File: src/hdl/pflc_pkg.sv
// Package: widths, codes and reset values for the PIN and fob lock controller.
`default_nettype none
package pflc_pkg;

  localparam int PIN_DIGITS = 4;
  localparam int FOB_SLOTS  = 8;

  localparam int PIN_POS_W = $clog2(PIN_DIGITS + 1);
  localparam int PIN_IDX_W = (PIN_DIGITS > 1) ? $clog2(PIN_DIGITS) : 1;
  localparam int FOB_CNT_W = $clog2(FOB_SLOTS + 1);
  localparam int FOB_IDX_W = (FOB_SLOTS > 1) ? $clog2(FOB_SLOTS) : 1;

  localparam int REQ_W   = 3;
  localparam int DIGIT_W = 4;
  localparam int UID_W   = 32;
  localparam int MODE_W  = 3;
  localparam int EVENT_W = 4;
  localparam int COUNT_W = 4;
  localparam int POS_W   = 3;

  localparam logic [REQ_W-1:0] REQ_DIGIT   = 3'd0;
  localparam logic [REQ_W-1:0] REQ_FOB     = 3'd1;
  localparam logic [REQ_W-1:0] REQ_TOGGLE  = 3'd2;
  localparam logic [REQ_W-1:0] REQ_PROGRAM = 3'd3;
  localparam logic [REQ_W-1:0] REQ_CHPIN   = 3'd4;
  localparam logic [REQ_W-1:0] REQ_CANCEL  = 3'd5;
  localparam logic [REQ_W-1:0] REQ_CLEAR   = 3'd6;

  localparam logic [MODE_W-1:0] MODE_LOCKED   = 3'd0;
  localparam logic [MODE_W-1:0] MODE_UNLOCKED = 3'd1;
  localparam logic [MODE_W-1:0] MODE_PROGRAM  = 3'd2;
  localparam logic [MODE_W-1:0] MODE_CHANGE1  = 3'd3;
  localparam logic [MODE_W-1:0] MODE_CHANGE2  = 3'd4;

  localparam logic [EVENT_W-1:0] EV_NONE        = 4'd0;
  localparam logic [EVENT_W-1:0] EV_UNLOCKED    = 4'd1;
  localparam logic [EVENT_W-1:0] EV_LOCKED      = 4'd2;
  localparam logic [EVENT_W-1:0] EV_WRONG_PIN   = 4'd3;
  localparam logic [EVENT_W-1:0] EV_UNKNOWN_FOB = 4'd4;
  localparam logic [EVENT_W-1:0] EV_FOB_STORED  = 4'd5;
  localparam logic [EVENT_W-1:0] EV_TABLE_FULL  = 4'd6;
  localparam logic [EVENT_W-1:0] EV_FIRST_PASS  = 4'd7;
  localparam logic [EVENT_W-1:0] EV_PIN_CHANGED = 4'd8;
  localparam logic [EVENT_W-1:0] EV_MISMATCH    = 4'd9;
  localparam logic [EVENT_W-1:0] EV_IGNORED     = 4'd10;

  typedef logic [PIN_DIGITS-1:0][DIGIT_W-1:0] pin_t;

  function automatic pin_t pin_reset();
    pin_t p;
    for (int i = 0; i < PIN_DIGITS; i++) begin
      p[i] = DIGIT_W'(i + 1);
    end
    return p;
  endfunction

endpackage
`default_nettype wire

File: src/hdl/pflc_req_if.sv
// Interface: request channel carrying one keypad or fob event.
`default_nettype none
interface pflc_req_if;
  logic                         valid;
  logic                         ready;
  logic [pflc_pkg::REQ_W-1:0]   req_type;
  logic [pflc_pkg::DIGIT_W-1:0] digit;
  logic [pflc_pkg::UID_W-1:0]   fob_uid;

  modport source (output valid, req_type, digit, fob_uid, input ready);
  modport sink   (input valid, req_type, digit, fob_uid, output ready);
endinterface
`default_nettype wire

File: src/hdl/pflc_rsp_if.sv
// Interface: result channel carrying mode, event and counts.
`default_nettype none
interface pflc_rsp_if;
  logic                         valid;
  logic                         ready;
  logic [pflc_pkg::MODE_W-1:0]  mode_now;
  logic [pflc_pkg::EVENT_W-1:0] event_code;
  logic                         drive_inhibit;
  logic [pflc_pkg::COUNT_W-1:0] fob_count_now;
  logic [pflc_pkg::POS_W-1:0]   digits_entered;

  modport source (output valid, mode_now, event_code, drive_inhibit, fob_count_now,
                  digits_entered, input ready);
  modport sink   (input valid, mode_now, event_code, drive_inhibit, fob_count_now,
                  digits_entered, output ready);
endinterface
`default_nettype wire

File: src/hdl/pin_and_fob_lock_controller.sv
// Top level: keypad and fob lock controller with fob table in a synchronous RAM.
//
//  port    dir  handshake     carries
//  req_i   in   valid/ready   req_type, digit, fob_uid
//  rsp_o   out  valid/ready   mode_now, event_code, drive_inhibit, fob_count_now,
//                             digits_entered
//  cfg     in   cfg_we_i      cfg_wdata_i -> lock_enabled
//
// A fob tap with fobs stored, lock on, in locked, unlocked or program mode walks the
// fob RAM one entry per cycle (registered read) to a match or the last entry.
// One request in flight; req_i.ready is high while the sequencer is idle, also when
// a finished result still waits in the output register.
// Reset clears mode, entry, first pass, count and restores PIN 1,2,3,4; the fob RAM
// needs no clearing since only entries below the fob count are read.
`default_nettype none
module pin_and_fob_lock_controller (
  input  wire logic  clk_i,
  input  wire logic  rst_ni,
  input  wire logic  cfg_we_i,
  input  wire logic  cfg_wdata_i,
  pflc_req_if.sink   req_i,
  pflc_rsp_if.source rsp_o
);

  localparam logic [1:0] S_IDLE = 2'd0;
  localparam logic [1:0] S_SCAN = 2'd1;
  localparam logic [1:0] S_EMIT = 2'd2;

  logic [1:0] state_q, state_d;

  logic lock_en_q;
  logic [pflc_pkg::MODE_W-1:0]    mode_q, mode_d;
  logic [pflc_pkg::PIN_POS_W-1:0] pos_q, pos_d;
  pflc_pkg::pin_t                 entry_q, entry_d;
  pflc_pkg::pin_t                 first_q, first_d;
  pflc_pkg::pin_t                 pin_q, pin_d;
  logic [pflc_pkg::FOB_CNT_W-1:0] cnt_q, cnt_d;

  logic [pflc_pkg::REQ_W-1:0]     req_q;
  logic [pflc_pkg::DIGIT_W-1:0]   digit_q;
  logic [pflc_pkg::UID_W-1:0]     uid_q;
  logic [pflc_pkg::FOB_IDX_W-1:0] idx_q;
  logic                           hit_q;

  logic [pflc_pkg::UID_W-1:0]     mem [pflc_pkg::FOB_SLOTS];
  logic [pflc_pkg::UID_W-1:0]     rdata_q;
  logic [pflc_pkg::FOB_IDX_W-1:0] rd_addr;
  logic                           wr_en;

  logic                           out_valid_q;
  logic [pflc_pkg::MODE_W-1:0]    out_mode_q;
  logic [pflc_pkg::EVENT_W-1:0]   out_ev_q;
  logic [pflc_pkg::COUNT_W-1:0]   out_cnt_q;
  logic [pflc_pkg::POS_W-1:0]     out_pos_q;

  logic accept, fire, need_scan, match, last;
  logic [pflc_pkg::EVENT_W-1:0]   ev;
  logic [pflc_pkg::PIN_POS_W-1:0] pos_new;
  pflc_pkg::pin_t                 entry_new;

  assign req_i.ready = (state_q == S_IDLE);
  assign accept      = req_i.valid && req_i.ready;
  assign fire        = (state_q == S_EMIT) && (!out_valid_q || rsp_o.ready);

  assign need_scan = (req_i.req_type == pflc_pkg::REQ_FOB) && lock_en_q && (cnt_q != '0)
                     && ((mode_q == pflc_pkg::MODE_LOCKED) || (mode_q == pflc_pkg::MODE_UNLOCKED)
                         || (mode_q == pflc_pkg::MODE_PROGRAM));

  assign match   = (rdata_q == uid_q);
  assign last    = ((pflc_pkg::FOB_CNT_W'(idx_q) + 1'b1) == cnt_q);
  assign rd_addr = (state_q == S_SCAN) ? idx_q + 1'b1 : '0;

  always_comb begin
    state_d = state_q;
    case (state_q)
      S_IDLE: begin
        if (accept) state_d = need_scan ? S_SCAN : S_EMIT;
      end
      S_SCAN: begin
        if (match || last) state_d = S_EMIT;
      end
      S_EMIT: begin
        if (fire) state_d = S_IDLE;
      end
      default: state_d = S_IDLE;
    endcase
  end

  always_comb begin
    mode_d    = mode_q;
    pos_d     = pos_q;
    entry_d   = entry_q;
    first_d   = first_q;
    pin_d     = pin_q;
    cnt_d     = cnt_q;
    wr_en     = 1'b0;
    ev        = pflc_pkg::EV_NONE;
    pos_new   = pos_q + 1'b1;
    entry_new = entry_q;
    if (pos_q < pflc_pkg::PIN_POS_W'(pflc_pkg::PIN_DIGITS)) begin
      entry_new[pos_q[pflc_pkg::PIN_IDX_W-1:0]] = digit_q;
    end
    case (req_q)
      pflc_pkg::REQ_DIGIT: begin
        if (pos_q >= pflc_pkg::PIN_POS_W'(pflc_pkg::PIN_DIGITS)) begin
          ev = pflc_pkg::EV_IGNORED;
        end else if (pos_new < pflc_pkg::PIN_POS_W'(pflc_pkg::PIN_DIGITS)) begin
          entry_d = entry_new;
          pos_d   = pos_new;
        end else begin
          case (mode_q)
            pflc_pkg::MODE_LOCKED: begin
              entry_d = '0;
              pos_d   = '0;
              if (entry_new == pin_q) begin
                mode_d = pflc_pkg::MODE_UNLOCKED;
                ev     = pflc_pkg::EV_UNLOCKED;
              end else begin
                ev = pflc_pkg::EV_WRONG_PIN;
              end
            end
            pflc_pkg::MODE_CHANGE1: begin
              first_d = entry_new;
              entry_d = '0;
              pos_d   = '0;
              mode_d  = pflc_pkg::MODE_CHANGE2;
              ev      = pflc_pkg::EV_FIRST_PASS;
            end
            pflc_pkg::MODE_CHANGE2: begin
              if (entry_new == first_q) begin
                pin_d = first_q;
                ev    = pflc_pkg::EV_PIN_CHANGED;
              end else begin
                ev = pflc_pkg::EV_MISMATCH;
              end
              entry_d = '0;
              pos_d   = '0;
              first_d = '0;
              mode_d  = pflc_pkg::MODE_UNLOCKED;
            end
            default: begin
              entry_d = entry_new;
              pos_d   = pos_new;
            end
          endcase
        end
      end
      pflc_pkg::REQ_FOB: begin
        if (!lock_en_q) begin
          ev = pflc_pkg::EV_IGNORED;
        end else begin
          case (mode_q)
            pflc_pkg::MODE_PROGRAM: begin
              mode_d = pflc_pkg::MODE_LOCKED;
              if (hit_q) begin
                ev = pflc_pkg::EV_FOB_STORED;
              end else if (cnt_q >= pflc_pkg::FOB_CNT_W'(pflc_pkg::FOB_SLOTS)) begin
                ev = pflc_pkg::EV_TABLE_FULL;
              end else begin
                wr_en = 1'b1;
                cnt_d = cnt_q + 1'b1;
                ev    = pflc_pkg::EV_FOB_STORED;
              end
            end
            pflc_pkg::MODE_LOCKED: begin
              if (hit_q) begin
                mode_d  = pflc_pkg::MODE_UNLOCKED;
                entry_d = '0;
                pos_d   = '0;
                ev      = pflc_pkg::EV_UNLOCKED;
              end else begin
                ev = pflc_pkg::EV_UNKNOWN_FOB;
              end
            end
            pflc_pkg::MODE_UNLOCKED: begin
              if (hit_q) begin
                mode_d  = pflc_pkg::MODE_LOCKED;
                entry_d = '0;
                pos_d   = '0;
                ev      = pflc_pkg::EV_LOCKED;
              end
            end
            default: ev = pflc_pkg::EV_IGNORED;
          endcase
        end
      end
      pflc_pkg::REQ_TOGGLE: begin
        if (mode_q == pflc_pkg::MODE_UNLOCKED) begin
          mode_d = pflc_pkg::MODE_LOCKED;
          ev     = pflc_pkg::EV_LOCKED;
        end else begin
          mode_d = pflc_pkg::MODE_UNLOCKED;
          ev     = pflc_pkg::EV_UNLOCKED;
        end
        entry_d = '0;
        pos_d   = '0;
      end
      pflc_pkg::REQ_PROGRAM: begin
        if (mode_q == pflc_pkg::MODE_UNLOCKED) mode_d = pflc_pkg::MODE_PROGRAM;
        else ev = pflc_pkg::EV_IGNORED;
      end
      pflc_pkg::REQ_CHPIN: begin
        if (mode_q == pflc_pkg::MODE_UNLOCKED) begin
          mode_d  = pflc_pkg::MODE_CHANGE1;
          entry_d = '0;
          pos_d   = '0;
          first_d = '0;
        end else begin
          ev = pflc_pkg::EV_IGNORED;
        end
      end
      pflc_pkg::REQ_CANCEL: begin
        if (mode_q == pflc_pkg::MODE_UNLOCKED) begin
          ev = pflc_pkg::EV_IGNORED;
        end else begin
          mode_d  = pflc_pkg::MODE_LOCKED;
          entry_d = '0;
          pos_d   = '0;
          first_d = '0;
        end
      end
      pflc_pkg::REQ_CLEAR: cnt_d = '0;
      default: ev = pflc_pkg::EV_IGNORED;
    endcase
  end

  always_ff @(posedge clk_i or negedge rst_ni) begin
    if (!rst_ni) begin
      state_q     <= S_IDLE;
      lock_en_q   <= 1'b1;
      mode_q      <= pflc_pkg::MODE_LOCKED;
      pos_q       <= '0;
      entry_q     <= '0;
      first_q     <= '0;
      pin_q       <= pflc_pkg::pin_reset();
      cnt_q       <= '0;
      out_valid_q <= 1'b0;
    end else begin
      state_q <= state_d;
      if (cfg_we_i) lock_en_q <= cfg_wdata_i;
      if (fire) begin
        mode_q  <= mode_d;
        pos_q   <= pos_d;
        entry_q <= entry_d;
        first_q <= first_d;
        pin_q   <= pin_d;
        cnt_q   <= cnt_d;
      end
      if (fire) out_valid_q <= 1'b1;
      else if (rsp_o.ready) out_valid_q <= 1'b0;
    end
  end

  always_ff @(posedge clk_i) begin
    if (accept) begin
      req_q   <= req_i.req_type;
      digit_q <= req_i.digit;
      uid_q   <= req_i.fob_uid;
      idx_q   <= '0;
      hit_q   <= 1'b0;
    end else if (state_q == S_SCAN) begin
      if (match) hit_q <= 1'b1;
      idx_q <= idx_q + 1'b1;
    end
    if (fire) begin
      out_mode_q <= mode_d;
      out_ev_q   <= ev;
      out_cnt_q  <= pflc_pkg::COUNT_W'(cnt_d);
      out_pos_q  <= pflc_pkg::POS_W'(pos_d);
    end
  end

  always_ff @(posedge clk_i) begin
    rdata_q <= mem[rd_addr];
    if (fire && wr_en) mem[cnt_q[pflc_pkg::FOB_IDX_W-1:0]] <= uid_q;
  end

  assign rsp_o.valid          = out_valid_q;
  assign rsp_o.mode_now       = out_mode_q;
  assign rsp_o.event_code     = out_ev_q;
  assign rsp_o.drive_inhibit  = (out_mode_q != pflc_pkg::MODE_UNLOCKED);
  assign rsp_o.fob_count_now  = out_cnt_q;
  assign rsp_o.digits_entered = out_pos_q;

`ifndef NO_ASSERTIONS
  a_cnt_bound: assert property (@(posedge clk_i) disable iff (!rst_ni)
    cnt_q <= pflc_pkg::FOB_CNT_W'(pflc_pkg::FOB_SLOTS))
    else $error("fob count exceeds table size");

  a_pos_bound: assert property (@(posedge clk_i) disable iff (!rst_ni)
    pos_q <= pflc_pkg::PIN_POS_W'(pflc_pkg::PIN_DIGITS))
    else $error("entry position exceeds PIN length");

  a_scan_in_range: assert property (@(posedge clk_i) disable iff (!rst_ni)
    (state_q == S_SCAN) |-> (pflc_pkg::FOB_CNT_W'(idx_q) < cnt_q))
    else $error("fob scan beyond stored entries");

  a_accept_busy: assert property (@(posedge clk_i) disable iff (!rst_ni)
    accept |=> (state_q != S_IDLE))
    else $error("accepted request not processed");

  a_write_full: assert property (@(posedge clk_i) disable iff (!rst_ni)
    (fire && wr_en) |-> (cnt_q < pflc_pkg::FOB_CNT_W'(pflc_pkg::FOB_SLOTS)) && !hit_q)
    else $error("fob write into full table or for known fob");
`endif

endmodule
`default_nettype wire
File: src/flat_wrapper.sv
// flat-port wrapper written by rule: the top's interface ports become plain ports
module pin_and_fob_lock_controller_flat 
  (clk_i, rst_ni, cfg_we_i, cfg_wdata_i, req_i_valid, req_i_req_type, req_i_digit, req_i_fob_uid, req_i_ready, rsp_o_valid, rsp_o_mode_now, rsp_o_event_code, rsp_o_drive_inhibit, rsp_o_fob_count_now, rsp_o_digits_entered, rsp_o_ready);
  pflc_req_if req_i_i ();
  pflc_rsp_if rsp_o_i ();
  input  wire logic clk_i;
  input  wire logic rst_ni;
  input  wire logic cfg_we_i;
  input  wire logic cfg_wdata_i;
  input wire logic [$bits(req_i_i.valid)-1:0] req_i_valid;
  input wire logic [$bits(req_i_i.req_type)-1:0] req_i_req_type;
  input wire logic [$bits(req_i_i.digit)-1:0] req_i_digit;
  input wire logic [$bits(req_i_i.fob_uid)-1:0] req_i_fob_uid;
  output wire logic [$bits(req_i_i.ready)-1:0] req_i_ready;
  output wire logic [$bits(rsp_o_i.valid)-1:0] rsp_o_valid;
  output wire logic [$bits(rsp_o_i.mode_now)-1:0] rsp_o_mode_now;
  output wire logic [$bits(rsp_o_i.event_code)-1:0] rsp_o_event_code;
  output wire logic [$bits(rsp_o_i.drive_inhibit)-1:0] rsp_o_drive_inhibit;
  output wire logic [$bits(rsp_o_i.fob_count_now)-1:0] rsp_o_fob_count_now;
  output wire logic [$bits(rsp_o_i.digits_entered)-1:0] rsp_o_digits_entered;
  input wire logic [$bits(rsp_o_i.ready)-1:0] rsp_o_ready;
  assign req_i_i.valid = req_i_valid;
  assign req_i_i.req_type = req_i_req_type;
  assign req_i_i.digit = req_i_digit;
  assign req_i_i.fob_uid = req_i_fob_uid;
  assign req_i_ready = req_i_i.ready;
  assign rsp_o_valid = rsp_o_i.valid;
  assign rsp_o_mode_now = rsp_o_i.mode_now;
  assign rsp_o_event_code = rsp_o_i.event_code;
  assign rsp_o_drive_inhibit = rsp_o_i.drive_inhibit;
  assign rsp_o_fob_count_now = rsp_o_i.fob_count_now;
  assign rsp_o_digits_entered = rsp_o_i.digits_entered;
  assign rsp_o_i.ready = rsp_o_ready;
  pin_and_fob_lock_controller u_core (.clk_i(clk_i), .rst_ni(rst_ni), .cfg_we_i(cfg_we_i), .cfg_wdata_i(cfg_wdata_i), .req_i(req_i_i), .rsp_o(rsp_o_i));
endmodule
File: config.mk
export PLATFORM = sky130hd
export DESIGN_NAME = pin_and_fob_lock_controller_flat
export DESIGN_NICKNAME = d
export VERILOG_FILES = /design/src/hdl/pflc_pkg.sv /design/src/hdl/pflc_req_if.sv /design/src/hdl/pflc_rsp_if.sv /design/src/hdl/pin_and_fob_lock_controller.sv /design/src/flat_wrapper.sv
export SDC_FILE = /design/constraint.sdc
export NUM_CORES = 1
export LEC_CHECK = 0
export BUFFER_PORTS_ARGS = -buffer_cell sky130_fd_sc_hd__buf_2
export CAP_MARGIN = 20
export CORE_MARGIN = 1
export CORE_UTILIZATION = 38
export DETAILED_ROUTE_END_ITERATION = 16
export SLEW_MARGIN = 20
export SYNTH_ARGS = -nofsm -noshare
export SYNTH_HDL_FRONTEND = slang
export SYNTH_SLANG_ARGS = --single-unit
File: constraint.sdc
create_clock -name clk_i -period 3.9 [get_ports clk_i]
set_input_delay 0.195 -clock clk_i [delete_from_list [all_inputs] [get_ports clk_i]]
set_output_delay 0.195 -clock clk_i [all_outputs]
set_load 0.1 [all_outputs]
Word-level counts from Yosys, hierarchy flattened
Memory sizes are Yosys's and may differ from the RTL's. A register that Yosys moved wholly into a read port is not among the register bits.
Index checks and enable logic that the tools add are counted.
Widths: inputs -> output; s select.

word-level totals
  word-level logic and storage cells = 170
  RAM bits = 256
  output and inout bits = 17
  input port bits = 45
  bits in registers = 119
  memories kept = 1

memories
  memory      words  bits a word  read ports  clocked after memory_dff  wr ports  line                               source
  u_core.mem  8      32           1           1                         1         pin_and_fob_lock_controller.sv:45  logic [pflc_pkg::UID_W-1:0] mem [pflc_pkg::FOB_SLOTS];

cells by class
  bitwise gates (word level) = 2
  add/sub/neg operators = 4
  reduce and logical (&&, ||, !) cells = 27
  magnitude comparators = 6
  muxes and demuxes = 74
  equality and inequality tests = 29

operator list
  cell                count
  $mux 16             11
  $pmux 16 s5         1
  $mux 3              19
  $pmux 16 s3         1
  $mux 4              11
  $eq 16x16->1        2
  $eq 32x32->1        1
  $pmux 16 s2         1
  $pmux 4 s3          2
  $pmux 4 s6          1
  $pmux 3 s3          2
  $pmux 3 s6          1
  $bwmux 16           1
  $mux 2              8
  $pmux 3 s5          1
  $eq 3x2->1 const B  4
  $eq 3x3->1 const B  4
  $mux 1              11
  $ne 2x1->1 const B  5
  $ne 2x2->1 const B  5
  $eq 3x1->1 const B  3
  $demux 4 s2         1
  $pmux 4 s2          1
  $reduce_and 8->1    1
  other kinds (30)    44

Logic depth before layout (Yosys ltp)
  depth after elaboration = 12
  gate-level depth with buffers = 11
  gate-level depth less buffers = 9

Worst setup path before layout
No wires, ideal clock.

  kind = register to register
  start = reg u_core.out_valid_q (netlist: u_core.rsp_o.valid)
  end = mem u_core.mem[0][0] in the netlist's numbering (enable)
  library setup time = 0.461 ns
  data required time = 3.439 ns
  stages on the path, launching flop included = 7
  data arrival time = 3.739 ns
  buffers on the path = 1
  period minus slack after synthesis = 4.200 ns
  path slack = -0.300 ns
  cells stage by stage = dfrtp_1 -> nand2b_1 -> nand2b_1 -> clkbuf_1 -> nor2_1 -> nand2_1 -> nor3_1

on the way
  word-level cells in the longest chain between the ends = 6

ends and longest elaborated chain
  what                          line                                source
  start: declaration            pin_and_fob_lock_controller.sv:50   logic out_valid_q;
  start signal: assignment      pin_and_fob_lock_controller.sv:237  out_valid_q <= 1'b0;
  start signal: assignment      pin_and_fob_lock_controller.sv:249  if (fire) out_valid_q <= 1'b1;
  start signal: assignment      pin_and_fob_lock_controller.sv:250  else if (rsp_o.ready) out_valid_q <= 1'b0;
  $logic_not 1->1               pin_and_fob_lock_controller.sv:63   assign fire = (state_q == S_EMIT) && (!out_valid_q || rsp_o.ready);
  $logic_or 1x1->1              pin_and_fob_lock_controller.sv:63
  $logic_and 1x1->1             pin_and_fob_lock_controller.sv:63
  $logic_and 1x1->1             pin_and_fob_lock_controller.sv:275  if (fire && wr_en) mem[cnt_q[pflc_pkg::FOB_IDX_W-1:0]] <= uid_q;
  $mux 1                        pin_and_fob_lock_controller.sv:275
  $mux 1 (implied by the code)  pin_and_fob_lock_controller.sv:275
  end: declaration              pin_and_fob_lock_controller.sv:45

Every way passes these cells.

Worst setup path in the final report
  start = reg u_core.pos_q[0] in the netlist's numbering
  end = reg u_core.pin_q[10] in the netlist's numbering

on the way
  word-level cells in the longest chain between the ends = 8
  elaborated cells between the ends (all ways) = 15
  classes of those cells = add/sub (1); order compare (5); eq/ne (1); mux (4); bitwise (2); reduce/logical (2)

ends and longest elaborated chain
  what                                                                   line                                source
  start: declaration                                                     pin_and_fob_lock_controller.sv:33   logic [pflc_pkg::PIN_POS_W-1:0] pos_q, pos_d;
  start signal: assignment                                               pin_and_fob_lock_controller.sv:243  pos_q <= pos_d;
  $lt 2x3->1 (implied by the code) / $ge 2x1->1 (equally long branches)  pin_and_fob_lock_controller.sv:101  entry_new[pos_q[pflc_pkg::PIN_IDX_W-1:0]] = digit_q;
  $logic_and 1x1->1 (implied by the code)                                pin_and_fob_lock_controller.sv:101
  $mux 4 (implied by the code)                                           pin_and_fob_lock_controller.sv:101
  $demux 4 s2                                                            --
  $bwmux 16                                                              pin_and_fob_lock_controller.sv:101
  $mux 16                                                                pin_and_fob_lock_controller.sv:100  if (pos_q < pflc_pkg::PIN_POS_W'(pflc_pkg::PIN_DIGITS)) begin
  $eq 16x16->1                                                           pin_and_fob_lock_controller.sv:130  if (entry_new == first_q) begin
  $reduce_and 6->1 (no source line) *                                    --
  end signal: assignment                                                 pin_and_fob_lock_controller.sv:235  pin_q <= pflc_pkg::pin_reset();
  end signal: assignment                                                 pin_and_fob_lock_controller.sv:246  pin_q <= pin_d;
  end: declaration                                                       pin_and_fob_lock_controller.sv:36   pflc_pkg::pin_t pin_q, pin_d;

Mark *: on every way between the ends. The rest lies on a longest branch, timed or not.
A chain may end at the register's enable or synchronous reset.

==> summary.md <==
| Metric | Value |
|---|---|
| Status | `finished, final reports clean` |
| Yosys Warn Count | `0` |
| Endpoints failing hold | `0` |
| Via count | `10100` |
| Setup TNS | `0 ns` |
| Post-Syn Nets | `1296` |
| Largest net degree at the start of global routing | `97` |
| Worst Path Required | `4.31 ns` |
| Final clock skew | `0.0167 ns` |
| Avg WL per Cell | `18.6 um` |
| Antenna violations before repair | `0` |
| Core Region | `0.0441 sq mm` |
| Num CTS Buffers | `42` |
| Buffers on Ports | `61` |
| Final setup fails | `0` |
| Top Family by Delay on Critical Path | `simple AND/OR/NAND/NOR gates` |
| Final Cycle Share | `79.9%` |
| Remaining DRCs | `0` |
| Max H-tree Level | `2` |
| Pwr dens | `597 mW/mm^2` |
| Clock Latency Late Sink | `0.54 ns` |
| Bufs and invs on worst path | `2` |
| Non-Filler Instances | `1970` |
| Row cnt | `77` |
| CP startpoint kind | `register` |
| Post-CTS Hold Buffers | `43` |
| Largest stage delay on the critical path | `0.41 ns` |
| Clock slew at reported path FFs | `0.06 ns` |
| Worst-case clock buffer depth | `3` |
| Ports | `62` |
| Post-synth top flop | `edfxtp_1` |
| Postcts setup bufs | `0` |
| Asr flop ratio synth | `15.2%` |
| First-pass GRT wire length | `57500 um` |
| Gr ovfl total | `0` |
| Post-DP HPWL | `22000 um` |
| Slowest stage cell, crit path | `dfrtp_1` |
| # resized after CTS | `0` |
| Post-synth cell types | `67` |
| Post-synth EDFFs | `309` |
| Met1 usage | `23.8%` |
| Max-capacitance violation count | `0` |
| Vias in the first global route | `9957` |
| CP max FO | `11` |
| Post-Syn Area | `0.0170 sq mm` |
| Gate Count Post-Synth | `1243` |
| Clock Sinks | `407` |
| Crit-path cells | `inv_1, ha_1, nand2b_1, mux2i_4, xor2_1, nand4_1, nor4b_4, nand4_4, buf_4, mux2_4` |
| Antenna-violating nets left | `0` |
| Die X-Extent | `213 um` |
| Vias per cell | `5.13` |
| DP Cell Count | `1850` |
| Tot GR Track Use | `16.4%` |
| Inserted Diodes | `0` |
| GPL Wtd Cong | `0.847` |
| Relative slew margins | `42.5%` |
| WL final | `36600 um` |
| Min-delay worst type | `in -> reg` |
| Fin area | `0.0199 sq mm` |
| Crit end category | `register` |
| Worst VDD drop | `314 uV` |
| Layout fillers | `3968` |
| LEAKAGE | `7.09 nW` |
| Syn-to-layout area delta | `16.9%` |
| Critical path class | `reg -> reg` |
| DR iter-0 viols | `796` |
| Fin. max-slew vios | `0` |
| Post-Syn Area per Cell | `13.7 sq um` |
| Max Freq | `321 MHz` |
| Met3 usage | `2.15%` |
| CTS tree | `done` |
| Final Critical Period | `3.11 ns` |
| Initial core utilization | `38.5%` |
| Met2 Usage GRT | `26.0%` |
| Synthesized flop and latch total | `407` |
| Seq/Total Area, Yosys | `68.1%` |
| RSZ-0062 raised after global routing | `no` |
| Die Span Y | `213 um` |
| Die ar. | `0.0455 sq mm` |
| Busiest layer in global routing | `met2` |
| Share of layout cells above drive strength 1 | `16.5%` |
| Area after DPL | `0.0181 sq mm` |
| CTS Root Cell | `clkbuf_16` |
| CP arrival | `3.53 ns` |
| Final nets | `1398` |
| Fin util | `45.0%` |
| Slew @ Worst Pin | `0.862 ns` |
| First-pass detailed-route iteration total | `5` |
==> cells in the final DEF (no fill, tap or decap), types with 18 or more instances in the layout <==
cell           instances
o31ai_1               20
nor2_1                34
mux4_2                32
xor2_1                42
dfxtp_1               35
a21oi_1               49
nand2_1              105
edfxtp_1             309
dfrtp_1               56
nor2b_1               42
xnor2_1               18
inv_1                 40
buf_4                 21
nor3_1                74
buf_2                 61
o21ai_0              119
clkbuf_16             42
dlygate4sd3_1         43
==> power by group <==
| part | switching, mW | internal, mW | total (mW) | leakage, nW |
|---|---|---|---|---|
| Sequential | 0.449 | 5.15 | 5.60 | 3.93 |
| Combinational | 1.65 | 0.754 | 2.41 | 2.51 |
| Clock | 1.61 | 2.23 | 3.84 | 0.647 |
==> worst paths after layout <==
check	cells past startpoint	slack (ns)	from	end
worst min register to register	2	0.46	u_core.idx_q[1]	u_core.idx_q[1]
worst max-delay path	10	0.79	u_core.pos_q[0]	u_core.pin_q[10]
worst max register to register	10	0.79	u_core.pos_q[0]	u_core.pin_q[10]
worst min-delay path	4	0.06	req_i_valid	u_core.idx_q[1]
max in group asynchronous	3	2.67	rst_ni	u_core.pin_q[14]
min in group asynchronous	2	0.29	rst_ni	u_core.first_q[5]
==> cell type report <==
cell class	count	area, sq um	area share [%]
clock buffers	67	1220	6.17
clock inverters	10	106	0.536
inverters	42	158	0.794
multi-input cells	722	5060	25.5
flip-flops and latches	407	11600	58.2
well taps	592	741	3.73
repair buffers	130	993	5.00
==> layer usage <==
metal / routed length, um / part of all wire [%] / vias to the layer above
met5: 0 / 0 / -
met4: 633 / 1.7 / 0
met3: 1420 / 3.9 / 39
met2: 17000 / 46 / 210
met1: 17600 / 48 / 5021
li1: - / - / 4836
==> kinds of logic after synthesis <==
group / count (synthesis) / share of synthesized area, %
flops: 407 / 68.1
simple gates: 334 / 9.83
compound gates: 255 / 9.09
buf+inv: 114 / 2.65
mux: 65 / 6.65
xor+xnor: 60 / 3.10
fa+ha+maj: 8 / 0.590
==> tightest hold or removal path: cells and delay by family <==
family                 cells  cell delay [ns]
buffers and inverters      1             0.09
AOI/OAI and AO/OA          1             0.13
and+or+nand+nor            2             0.13
==> metrics by stage <==
stage / setup WS [ns] / power (mW) / hold slack, ns
after global placement: 0.908 / 8.03 / 0.330
after floorplan: 0.568 / 7.38 / -0.101
after global routing: 0.615 / 12.3 / 0.0817
after CTS: 0.814 / 11.9 / 0.0417
after detailed placement: 0.828 / 8.05 / 0.331
final: 0.786 / 11.8 / 0.0574
==> cell usage after synthesis (4+ instances only) <==
cell	count	area, sq um
mux2_2	9	101
nand2b_1	14	87.6
inv_1	40	150
dfrtp_1	56	1400
dfstp_2	6	158
mux2_4	10	150
buf_2	8	40.0
a21o_1	4	30.0
mux4_2	32	721
o22ai_1	8	50.1
nor4_1	13	81.3
nor2_1	41	154
buf_1	5	18.8
o31ai_1	20	150
mux2i_1	12	120
a21oi_1	50	250
nand4_1	6	37.5
xor2_1	42	368
nand2_1	106	398
edfxtp_1	309	9280
xnor2_1	18	158
o21ai_0	119	596
o211ai_1	4	30.0
ha_1	8	100
a31oi_1	7	43.8
nor2b_1	42	263
clkbuf_1	57	214
a211oi_1	4	30.0
a32o_1	10	100
a22o_1	6	52.6
nor3_1	76	380
dfxtp_1	36	721
nand3_1	13	65.1
==> sequential cells by signal, summed over array words and instances, names as in the netlist, 2 cells and up <==
signal,count
u_core.req_q,3
u_core.state_q,2
u_core.rsp_o.fob_count_now,4
u_core.rdata_q,32
u_core.uid_q,32
u_core.rsp_o.event_code,4
u_core.rsp_o.digits_entered,3
u_core.first_q,16
u_core.digit_q,4
u_core.mem,256
u_core.pos_q,3
u_core.cnt_q,4
u_core.mode_q,3
u_core.idx_q,3
u_core.entry_q,16
u_core.pin_q,16
u_core.rsp_o.mode_now,3
Power figures use the tool's default switching activity.
